<file path="config.mk">
export PLATFORM = sky130hd
export DESIGN_NAME = lru_page_replacement_flat
export DESIGN_NICKNAME = d
export VERILOG_FILES = /design/src/lru_pkg.sv /design/src/lru_req_if.sv /design/src/lru_rsp_if.sv /design/src/lru_page_replacement.sv /design/src/lru_frame_table.sv /design/src/lru_stats.sv /design/src/flat_wrapper.sv
export SDC_FILE = /design/constraint.sdc
export NUM_CORES = 1
export LEC_CHECK = 0
export BUFFER_PORTS_ARGS = -buffer_cell sky130_fd_sc_hd__buf_2
export CORE_MARGIN = 2
export CORE_UTILIZATION = 45
export DETAILED_ROUTE_END_ITERATION = 8
export GPL_TIMING_DRIVEN = 0
export PLACE_DENSITY = 0.7
export SLEW_MARGIN = 15
export SYNTH_ARGS = -nofsm -noshare
export SYNTH_HDL_FRONTEND = slang
export SYNTH_SLANG_ARGS = --single-unit
</file>
<file path="constraint.sdc">
create_clock -name i_clk -period 8.05 [get_ports i_clk]
set_input_delay 1.2075 -clock i_clk [delete_from_list [all_inputs] [get_ports i_clk]]
set_output_delay 1.2075 -clock i_clk [all_outputs]
set_load 0.01 [all_outputs]
</file>
<file path="src/lru_pkg.sv">
`default_nettype none

package lru_pkg;

    localparam int MAX_FRAMES = 16;
    localparam int PAGE_BITS = 10;
    localparam int TOTAL_W = 24;
    localparam int MEM_SIZE_W = 5;
    localparam int RANK_W = (MAX_FRAMES > 1) ? $clog2(MAX_FRAMES) : 1;
    localparam int USED_W = $clog2(MAX_FRAMES + 1);

    typedef logic [PAGE_BITS-1:0] t_page;
    typedef logic [RANK_W-1:0] t_rank;
    typedef logic [USED_W-1:0] t_used;
    typedef logic [TOTAL_W-1:0] t_total;
    typedef logic [MEM_SIZE_W-1:0] t_mem_size;

    localparam t_mem_size MEM_SIZE_RESET = t_mem_size'(16);
    localparam t_total TOTAL_MAX = '1;

    typedef struct packed {
        logic hit;
        logic evict_valid;
        t_page evicted_page;
    } t_lookup;

endpackage

`default_nettype wire

</file>
<file path="src/lru_req_if.sv">
`default_nettype none

interface lru_req_if;

    logic valid;
    logic ready;
    lru_pkg::t_page page;
    logic start_run;

    modport source (output valid, output page, output start_run, input ready);
    modport sink (input valid, input page, input start_run, output ready);

endinterface

`default_nettype wire

</file>
<file path="src/lru_rsp_if.sv">
`default_nettype none

interface lru_rsp_if;

    logic valid;
    logic ready;
    logic hit;
    logic evict_valid;
    lru_pkg::t_page evicted_page;
    lru_pkg::t_total hit_total;
    lru_pkg::t_total miss_total;

    modport source (
        output valid, output hit, output evict_valid, output evicted_page,
        output hit_total, output miss_total, input ready
    );
    modport sink (
        input valid, input hit, input evict_valid, input evicted_page,
        input hit_total, input miss_total, output ready
    );

endinterface

`default_nettype wire

</file>
<file path="src/lru_page_replacement.sv">
// lru page replacement: fully associative, least recently used, up to 16 frames
//
// i_req carries one page access per item (page, start_run). start_run empties
// every frame and clears both totals before the access is looked up.
// o_rsp returns one item per access: hit, evict_valid, evicted_page and the
// saturating 24-bit hit and miss totals of the current run.
// i_cfg_we / i_cfg_wdata write mem_size (frames in use); 0 acts as 1 and
// values above 16 act as 16. write it only while no item is in flight.
//
// an accepted item sits in the input register, is looked up against all frames
// in parallel while it is held there and moves to the output register, which
// drives o_rsp, once that is empty or being read: one item per cycle sustained
// while o_rsp is not stalled. the single combinational lookup and rank update
// over the frame table sets the rate.
// while o_rsp is stalled one more item is taken into the input register, then
// i_req.ready drops until the output register is read.
// reset (synchronous, active low) empties the frames, clears the totals and
// sets mem_size to 16.
`default_nettype none

module lru_page_replacement (
    input  wire                      i_clk,
    input  wire                      i_rst_n,
    input  wire                      i_cfg_we,
    input  wire lru_pkg::t_mem_size  i_cfg_wdata,
    lru_req_if.sink                  i_req,
    lru_rsp_if.source                o_rsp
);
    import lru_pkg::*;

    t_mem_size r_mem_size;
    logic r_in_valid;
    t_page r_in_page;
    logic r_in_start;
    logic r_out_valid;
    t_lookup r_out_lookup;
    t_total r_out_hit_total;
    t_total r_out_miss_total;

    logic advance;
    t_used limit;
    t_lookup lookup;
    t_total hit_total_next;
    t_total miss_total_next;

    always_comb begin
        if (r_mem_size == '0) begin
            limit = t_used'(1);
        end else if (r_mem_size > MAX_FRAMES) begin
            limit = t_used'(MAX_FRAMES);
        end else begin
            limit = t_used'(r_mem_size);
        end
    end

    assign advance = r_in_valid && (!r_out_valid || o_rsp.ready);
    assign i_req.ready = !r_in_valid || advance;

    always_ff @(posedge i_clk) begin
        if (!i_rst_n) begin
            r_mem_size <= MEM_SIZE_RESET;
        end else if (i_cfg_we) begin
            r_mem_size <= i_cfg_wdata;
        end
    end

    always_ff @(posedge i_clk) begin
        if (!i_rst_n) begin
            r_in_valid <= 1'b0;
        end else if (i_req.valid && i_req.ready) begin
            r_in_valid <= 1'b1;
        end else if (advance) begin
            r_in_valid <= 1'b0;
        end
    end

    always_ff @(posedge i_clk) begin
        if (i_req.valid && i_req.ready) begin
            r_in_page <= i_req.page;
            r_in_start <= i_req.start_run;
        end
    end

    lru_frame_table u_frame_table (
        .i_clk       (i_clk),
        .i_rst_n     (i_rst_n),
        .i_advance   (advance),
        .i_page      (r_in_page),
        .i_start_run (r_in_start),
        .i_limit     (limit),
        .o_lookup    (lookup)
    );

    lru_stats u_stats (
        .i_clk        (i_clk),
        .i_rst_n      (i_rst_n),
        .i_advance    (advance),
        .i_start_run  (r_in_start),
        .i_hit        (lookup.hit),
        .o_hit_total  (hit_total_next),
        .o_miss_total (miss_total_next)
    );

    always_ff @(posedge i_clk) begin
        if (!i_rst_n) begin
            r_out_valid <= 1'b0;
        end else if (advance) begin
            r_out_valid <= 1'b1;
        end else if (o_rsp.ready) begin
            r_out_valid <= 1'b0;
        end
    end

    always_ff @(posedge i_clk) begin
        if (advance) begin
            r_out_lookup <= lookup;
            r_out_hit_total <= hit_total_next;
            r_out_miss_total <= miss_total_next;
        end
    end

    assign o_rsp.valid = r_out_valid;
    assign o_rsp.hit = r_out_lookup.hit;
    assign o_rsp.evict_valid = r_out_lookup.evict_valid;
    assign o_rsp.evicted_page = r_out_lookup.evicted_page;
    assign o_rsp.hit_total = r_out_hit_total;
    assign o_rsp.miss_total = r_out_miss_total;

    ast_hit_no_evict: assert property (@(posedge i_clk) disable iff (!i_rst_n)
        advance |-> !(lookup.hit && lookup.evict_valid))
        else $error("hit and eviction on the same item");

    ast_evict_page_zero: assert property (@(posedge i_clk) disable iff (!i_rst_n)
        advance && !lookup.evict_valid |-> lookup.evicted_page == '0)
        else $error("evicted page nonzero without eviction");

    ast_new_run_totals: assert property (@(posedge i_clk) disable iff (!i_rst_n)
        advance && r_in_start |->
            (lookup.hit && hit_total_next == t_total'(1) && miss_total_next == '0) ||
            (!lookup.hit && hit_total_next == '0 && miss_total_next == t_total'(1)))
        else $error("totals not restarted on new run");

    ast_stall_holds: assert property (@(posedge i_clk) disable iff (!i_rst_n)
        r_out_valid && !o_rsp.ready |=> r_out_valid && $stable(r_out_hit_total)
            && $stable(r_out_miss_total))
        else $error("stalled item overwritten");

endmodule

`default_nettype wire

</file>
<file path="src/lru_frame_table.sv">
`default_nettype none

module lru_frame_table (
    input  wire                 i_clk,
    input  wire                 i_rst_n,
    input  wire                 i_advance,
    input  wire lru_pkg::t_page i_page,
    input  wire                 i_start_run,
    input  wire lru_pkg::t_used i_limit,
    output lru_pkg::t_lookup    o_lookup
);
    import lru_pkg::*;

    t_page r_frame_page [MAX_FRAMES];
    t_rank r_rank [MAX_FRAMES];
    t_used r_used;

    t_rank n_rank [MAX_FRAMES];
    t_used n_used;
    t_used used_eff;
    t_rank oldest;
    t_rank hit_rank;
    t_page evicted;
    logic [MAX_FRAMES-1:0] in_use;
    logic [MAX_FRAMES-1:0] match;
    logic [MAX_FRAMES-1:0] victim;
    logic [MAX_FRAMES-1:0] target;
    logic hit;
    logic fill;

    always_comb begin
        used_eff = i_start_run ? '0 : r_used;
        oldest = t_rank'(used_eff - t_used'(1));
        hit_rank = '0;
        evicted = '0;
        for (int i = 0; i < MAX_FRAMES; i++) begin
            in_use[i] = t_used'(i) < used_eff;
            match[i] = in_use[i] && (r_frame_page[i] == i_page);
            victim[i] = in_use[i] && (r_rank[i] == oldest);
            hit_rank = hit_rank | (match[i] ? r_rank[i] : '0);
            evicted = evicted | (victim[i] ? r_frame_page[i] : '0);
        end
        hit = |match;
        fill = !hit && (used_eff < i_limit);
        n_used = fill ? used_eff + t_used'(1) : used_eff;
        for (int i = 0; i < MAX_FRAMES; i++) begin
            if (hit) begin
                target[i] = match[i];
            end else if (fill) begin
                target[i] = t_used'(i) == used_eff;
            end else begin
                target[i] = victim[i];
            end
            if (target[i]) begin
                n_rank[i] = '0;
            end else if (in_use[i] && (!hit || r_rank[i] < hit_rank)) begin
                n_rank[i] = r_rank[i] + t_rank'(1);
            end else begin
                n_rank[i] = r_rank[i];
            end
        end
        o_lookup.hit = hit;
        o_lookup.evict_valid = !hit && !fill;
        o_lookup.evicted_page = (!hit && !fill) ? evicted : '0;
    end

    always_ff @(posedge i_clk) begin
        if (!i_rst_n) begin
            r_used <= '0;
        end else if (i_advance) begin
            r_used <= n_used;
        end
    end

    always_ff @(posedge i_clk) begin
        if (i_advance) begin
            for (int i = 0; i < MAX_FRAMES; i++) begin
                if (target[i]) begin
                    r_frame_page[i] <= i_page;
                end
                r_rank[i] <= n_rank[i];
            end
        end
    end

endmodule

`default_nettype wire

</file>
<file path="src/lru_stats.sv">
`default_nettype none

module lru_stats (
    input  wire             i_clk,
    input  wire             i_rst_n,
    input  wire             i_advance,
    input  wire             i_start_run,
    input  wire             i_hit,
    output lru_pkg::t_total o_hit_total,
    output lru_pkg::t_total o_miss_total
);
    import lru_pkg::*;

    t_total r_hit_total;
    t_total r_miss_total;
    t_total n_hit_total;
    t_total n_miss_total;
    t_total hit_base;
    t_total miss_base;

    always_comb begin
        hit_base = i_start_run ? '0 : r_hit_total;
        miss_base = i_start_run ? '0 : r_miss_total;
        n_hit_total = (i_hit && hit_base != TOTAL_MAX) ? hit_base + t_total'(1) : hit_base;
        n_miss_total = (!i_hit && miss_base != TOTAL_MAX) ?
                       miss_base + t_total'(1) : miss_base;
    end

    always_ff @(posedge i_clk) begin
        if (!i_rst_n) begin
            r_hit_total <= '0;
            r_miss_total <= '0;
        end else if (i_advance) begin
            r_hit_total <= n_hit_total;
            r_miss_total <= n_miss_total;
        end
    end

    assign o_hit_total = n_hit_total;
    assign o_miss_total = n_miss_total;

endmodule

`default_nettype wire

</file>
<file path="src/flat_wrapper.sv">
// flat-port wrapper written by rule: the top's interface ports become plain ports
module lru_page_replacement_flat import lru_pkg::*;
  (i_clk, i_rst_n, i_cfg_we, i_cfg_wdata, i_req_valid, i_req_page, i_req_start_run, i_req_ready, o_rsp_valid, o_rsp_hit, o_rsp_evict_valid, o_rsp_evicted_page, o_rsp_hit_total, o_rsp_miss_total, o_rsp_ready);
  lru_req_if i_req_i ();
  lru_rsp_if o_rsp_i ();
  input  wire i_clk;
  input  wire i_rst_n;
  input  wire i_cfg_we;
  input  wire lru_pkg::t_mem_size i_cfg_wdata;
  input wire logic [$bits(i_req_i.valid)-1:0] i_req_valid;
  input wire logic [$bits(i_req_i.page)-1:0] i_req_page;
  input wire logic [$bits(i_req_i.start_run)-1:0] i_req_start_run;
  output wire logic [$bits(i_req_i.ready)-1:0] i_req_ready;
  output wire logic [$bits(o_rsp_i.valid)-1:0] o_rsp_valid;
  output wire logic [$bits(o_rsp_i.hit)-1:0] o_rsp_hit;
  output wire logic [$bits(o_rsp_i.evict_valid)-1:0] o_rsp_evict_valid;
  output wire logic [$bits(o_rsp_i.evicted_page)-1:0] o_rsp_evicted_page;
  output wire logic [$bits(o_rsp_i.hit_total)-1:0] o_rsp_hit_total;
  output wire logic [$bits(o_rsp_i.miss_total)-1:0] o_rsp_miss_total;
  input wire logic [$bits(o_rsp_i.ready)-1:0] o_rsp_ready;
  assign i_req_i.valid = i_req_valid;
  assign i_req_i.page = i_req_page;
  assign i_req_i.start_run = i_req_start_run;
  assign i_req_ready = i_req_i.ready;
  assign o_rsp_valid = o_rsp_i.valid;
  assign o_rsp_hit = o_rsp_i.hit;
  assign o_rsp_evict_valid = o_rsp_i.evict_valid;
  assign o_rsp_evicted_page = o_rsp_i.evicted_page;
  assign o_rsp_hit_total = o_rsp_i.hit_total;
  assign o_rsp_miss_total = o_rsp_i.miss_total;
  assign o_rsp_i.ready = o_rsp_ready;
  lru_page_replacement u_core (.i_clk(i_clk), .i_rst_n(i_rst_n), .i_cfg_we(i_cfg_we), .i_cfg_wdata(i_cfg_wdata), .i_req(i_req_i), .o_rsp(o_rsp_i));
endmodule
</file>
After elaboration in Yosys (flattened, before gate mapping)
Memory sizes are Yosys's and may differ from the RTL's.
Cells that the tools add are included.
{"block": "word_totals", "register_bits": 131, "mem_bits_rw": 224, "input_bits": 21, "output_inout_bits": 62, "wordCells": 387, "memories": 2}
{"block": "op_classes", "add_sub_neg": 20, "magnitude_cmp": 34, "n_eq_ne": 49, "mux": 158, "bitwise": 30, "reduce_logical": 81}
{"memory": "u_core.u_frame_table.r_frame_page", "words": 16, "word_bits": 10, "rd": 16, "rd_clocked_by_memory_dff": 0, "wr": 16, "line_no": "lru_frame_table.sv:14", "text": "t_page r_frame_page [MAX_FRAMES];"}
{"memory": "u_core.u_frame_table.r_rank", "words": 16, "word_bits": 4, "rd": 16, "rd_clocked_by_memory_dff": 0, "wr": 16, "line_no": "lru_frame_table.sv:15", "text": "t_rank r_rank [MAX_FRAMES];"}
{"cell": "4-bit two-way mux", "n": 48}
{"cell": "10-bit == test", "n": 16}
{"cell": "10-bit two-way mux", "n": 16}
{"cell": "10-bit OR", "n": 15}
{"cell": "24-bit two-way mux", "n": 4}
{"cell": "1-bit two-way mux", "n": 86}
{"cell": "4-bit by 1-bit adder with 4-bit output (second input constant)", "n": 16}
{"cell": "4-bit == test", "n": 16}
{"cell": "4-bit < comparator", "n": 16}
{"cell": "4-bit OR", "n": 15}
{"cell": "1-bit logical AND", "n": 54}
{"cell": "24-bit by 1-bit adder with 24-bit output (second input constant)", "n": 2}
{"cell": "24-bit inequality test (second input constant)", "n": 2}
{"cell": "4-bit by 5-bit == test with 1-bit output (first input constant)", "n": 8}
{"cell": "4-bit by 5-bit < comparator with 1-bit output (first input constant)", "n": 8}
{"cell": "3-bit by 5-bit == test with 1-bit output (first input constant)", "n": 4}
{"cell": "3-bit by 5-bit < comparator with 1-bit output (first input constant)", "n": 4}
{"cell": "5-bit two-way mux", "n": 4}
{"cell": "1-bit logical OR", "n": 18}
{"cell": "16-bit OR reduction", "n": 1}
{"cell": "2-bit by 5-bit == test with 1-bit output (first input constant)", "n": 2}
{"cell": "5-bit zero test", "n": 2}
{"cell": "1-bit by 5-bit < comparator with 1-bit output (first input constant)", "n": 2}
{"cell": "2-bit by 5-bit < comparator with 1-bit output (first input constant)", "n": 2}
{"cell": "7 further kinds", "n": 11}

Longest topological paths before layout
{"block": "logic_depth", "ltp_word": 24, "depth_mapped": 16, "depth_no_buf": 13}

By module
From an unflattened synthesis, not the netlist that was laid out.
{"block": "unflattened", "cells_unflattened": 2006, "area_unflattened_um2": 21061.4}
{"mod": "lru_frame_table", "instances": 1, "cells_each": 1370, "area_per_inst_um2": 14760.4, "seq_area_each_um2": 6826.5}
{"mod": "lru_stats", "instances": 1, "cells_each": 533, "area_per_inst_um2": 3863.7, "seq_area_each_um2": 960.9}
{"mod": "lru_page_replacement", "instances": 1, "cells_each": 103, "area_per_inst_um2": 2437.3, "seq_area_each_um2": 2272.2}

Least setup slack after synthesis
Ideal clock, no wire load.
{"block": "synth_path", "path_kind": "reg-to-reg", "startpoint": "register u_core.r_in_page[1] (netlist name)", "endpoint": "memory u_core.u_frame_table.r_rank[1][28] (netlist bit) (enable)", "setup_ps": 372, "arrival_time_ps": 4056, "required_ps": 7678, "setup_slack_ps": 3622, "stages_incl_launch_ff": 15, "n_path_buf": 2, "period_less_slack_ps": 4428, "path_cell_list": "edfxtp_1 > buf_2 > buf_4 > xnor2_1 > nand4_1 > nor4_4 > a22o_1 > a221oi_1 > nand4_1 > a211oi_1 > ha_1 > o21ai_0 > nor3_1 > o21a_1 > a211oi_1"}
{"item": "to (decl)", "line_no": "lru_frame_table.sv:15"}

==> metrics.csv <==
stage;metric;value;unit
setup_path;worst-path-buf-inv;5;
detailed_routing;ant_nets;0;
clock_tree;cts.sinks;355;
finish;mostFrequentLayoutCells;edfxtp_1, xnor2_1, nor2_1;
detailed_routing;num_vias;17800;
logic_synthesis;ys_top_cells_by_area;edfxtp_1, xnor2_1, dfxtp_1;
timing;max_freq;168;MHz
grt;track_usage;33.2;%
timing;slew_violations;0;
setup_path;path_class;register to register;
detailed_routing;wl_per_cell;29.2;um
grt;grt-ovfl-total;0;
die;start_util;45.3;%
detailed_routing;drc;0;
die;core;0.0464;mm^2
power;p_per_area;179;mW/mm^2
grt;first_global_vias;17000;
grt;grt_max_degree;50;
clock_tree;insertion_delay;0.58;ns
setup_path;cpMostUsedCell;buf_2;
logic_synthesis;netlist_area;0.0210;mm^2
min_path;hp-class;register to register;
setup_path;crit_slowest_cell;nor2_1;
detailed_routing;drt-total-wl;80100;um
logic_synthesis;synthFlopType;edfxtp_1;
finish;layout_commonest_cell;edfxtp_1;
finish;syn_to_final_growth;12.3;%
place;dp_slack;2.34;ns
clock_tree;cts_hold_buf;0;
finish;final_cells;2748;
timing;fin_skew;0.0179;ns
clock_tree;numCtsBuffers;41;
logic_synthesis;yosysWarningCount;0;
detailed_routing;drt_iter0_markers;2254;
setup_path;crit_fanout;10;
logic_synthesis;avgSynthCellArea;10.6;um^2
setup_path;cp.required;8.23;ns
grt;antenna_found_initial;0;
power;vdd_drop_max;0.156;mV
clock_tree;cts_tree;built;
logic_synthesis;yosysTopAreaCell;edfxtp_1;
grt;grt_pass1_wl;116000;um
place;gp_congestion;1.06;
setup_path;start_kind;register;
run;drv_cap;0;
setup_path;cp.arrival;6.12;ns
place;placedCellCount;2673;
timing;slew-limit-headroom;15.4;%
place;place_hpwl;61200;um
clock_tree;cts_setup_buffers;0;
die;die_area;0.0484;mm^2
logic_synthesis;yosysTopAreaCellShare;42.2;%
finish;fill_cells;4252;
logic_synthesis;ys_ff_latch;355;
place;numPortBuffers;80;
setup_path;path_cells;buf_4, buf_2, nand2b_1, buf_2, buf_2, ha_1, a21oi_4, xnor2_1, or4_1, nor3_1, buf_2, mux2_2, a21oi_1, nor2_1;
die;io_pins;83;
timing;finalCritPeriodShare;73.7;%
die;die_y;220;um
detailed_routing;viasPerCell;6.49;
setup_path;end_kind;register;
logic_synthesis;synthCells;1984;
setup_path;slowest_delay;0.86;ns
logic_synthesis;async_flop_share;0;%
timing;rsz0062_at_grt;no;
logic_synthesis;synth_edf_count;295;
clock_tree;clkSlewWorstSetupHoldPaths;0.06;ns
die;placementRows;79;
die;dieWidth;220;um
clock_tree;h-tree-depth;2;
finish;final_nets;2169;
timing;setup_viol;0;
finish;antenna_cells;0;
detailed_routing;dr.pass1.iters;7;
finish;drive_above_1_share;12.8;%
timing;period_needed;5.94;ns
clock_tree;cts_root_buffer;clkbuf_16;
clock_tree;cts-resized-gates;0;
logic_synthesis;syn-num-nets;2044;
timing;layout_setup_ws;2.11;ns
setup_path;crit_family;simple AND/OR/NAND/NOR gates;
timing;fin_setup_tns;0;ns
run_status;outcome;finished, final reports clean;
logic_synthesis;ys_types;91;
logic_synthesis;ys_seq_area_share;47.9;%
timing;hold_viol;0;
timing;worst_pin_slew;1.26;ns
power;p_leak;0.00770;uW
clock_tree;cts_buffer_depth;3;
## per-layer routing
metal  vias up  wire length (um)  track usage, %
met5         -                 0               0
met4         0              6300            22.7
met3       320              6970            5.71
met2      1129             37200            54.5
met1      8625             29700            39.8
li1       7766                 -               -
## cells by family after synthesis
kind of cell    after synthesis  share of synthesized area [%]
simple gates                715                           19.1
buf+inv                     186                           4.17
mux                          22                           1.11
flops                       355                           47.9
fa+ha+maj                    47                           2.70
compound gates              357                           12.4
xor+xnor                    302                           12.6
## final cells by class
type | count | area, um^2 | share of cell area, %
buffer | 133 | 682 | 2.89
inverter | 53 | 199 | 0.843
clock inverter | 30 | 263 | 1.11
timing repair buffer | 82 | 443 | 1.88
sequential | 355 | 10100 | 42.6
multi-input combinational | 1443 | 10100 | 42.9
tap | 607 | 759 | 3.22
clock buffer | 45 | 1070 | 4.54
## flip-flops by register name, indices dropped and copies added, names as in the netlist, 5 cells and up
name	count
u_core.r_in_page	10
u_core.o_rsp.hit_total	24
u_core.u_stats.r_hit_total	24
u_core.u_stats.r_miss_total	24
u_core.u_frame_table.r_rank	64
u_core.o_rsp.evicted_page	10
u_core.r_mem_size	5
u_core.u_frame_table.r_used	5
u_core.u_frame_table.r_frame_page	160
u_core.o_rsp.miss_total	24
## Yosys cell counts (7+ instances only)
cell	number
o31ai_1	19
xor2_1	59
or3_1	16
a222oi_1	24
or4_1	20
and4_1	20
nor2b_1	19
nor4_1	58
nand2b_1	13
buf_6	13
a21oi_1	68
and3_1	22
edfxtp_1	295
inv_1	49
nand4_1	65
o21ai_1	8
clkbuf_1	65
mux2i_1	11
o21ai_0	49
and2_1	38
nor3_1	43
a21o_1	11
buf_4	8
a221oi_1	25
nor2_1	145
nand2_1	110
dfxtp_1	60
a22o_1	25
buf_2	41
a221o_1	7
xnor2_1	242
mux2_2	8
maj3_1	8
nand3_1	87
a41oi_1	9
a31oi_1	17
nor4_2	13
a22oi_1	17
ha_1	39
## worst min-delay path, delay by kind of cell, from the launching register on
kind             cells  cell delay [ns]
multiplexers         1             0.07
AND/OR/NAND/NOR      1             0.08
flip-flops           1             0.33
## worst paths after layout
kind / start / endpoint / slack (ns) / depth (start not counted)
max reg2reg: u_core.r_in_start / u_core.u_frame_table.r_frame_page[0][58] / 2.11 / 14
min reg2reg: u_core.r_mem_size[0] / u_core.r_mem_size[0] / 0.51 / 2
min: u_core.r_mem_size[0] / u_core.r_mem_size[0] / 0.51 / 2
max: u_core.r_in_start / u_core.u_frame_table.r_frame_page[0][58] / 2.11 / 14
## power by group
group          internal, uW  switching (uW)
Combinational           100             210
Clock                  1070             798
Sequential             2010            29.4
Total                  3180            1040
## per-stage QoR
step | total power, uW | util (%) | instance area (um^2) | hold WS [ns]
floorplan | 2260 | - | 21000 | 0.461
global placement | 2380 | 47.8 | 22200 | 0.482
detailed placement | 2380 | 48.0 | 22200 | 0.494
CTS | 4220 | 50.9 | 23600 | 0.509
global route | 4320 | 50.9 | 23600 | 0.552
finish | 4210 | 50.9 | 23600 | 0.509
Note: power is estimated with default switching activity, not from simulation.
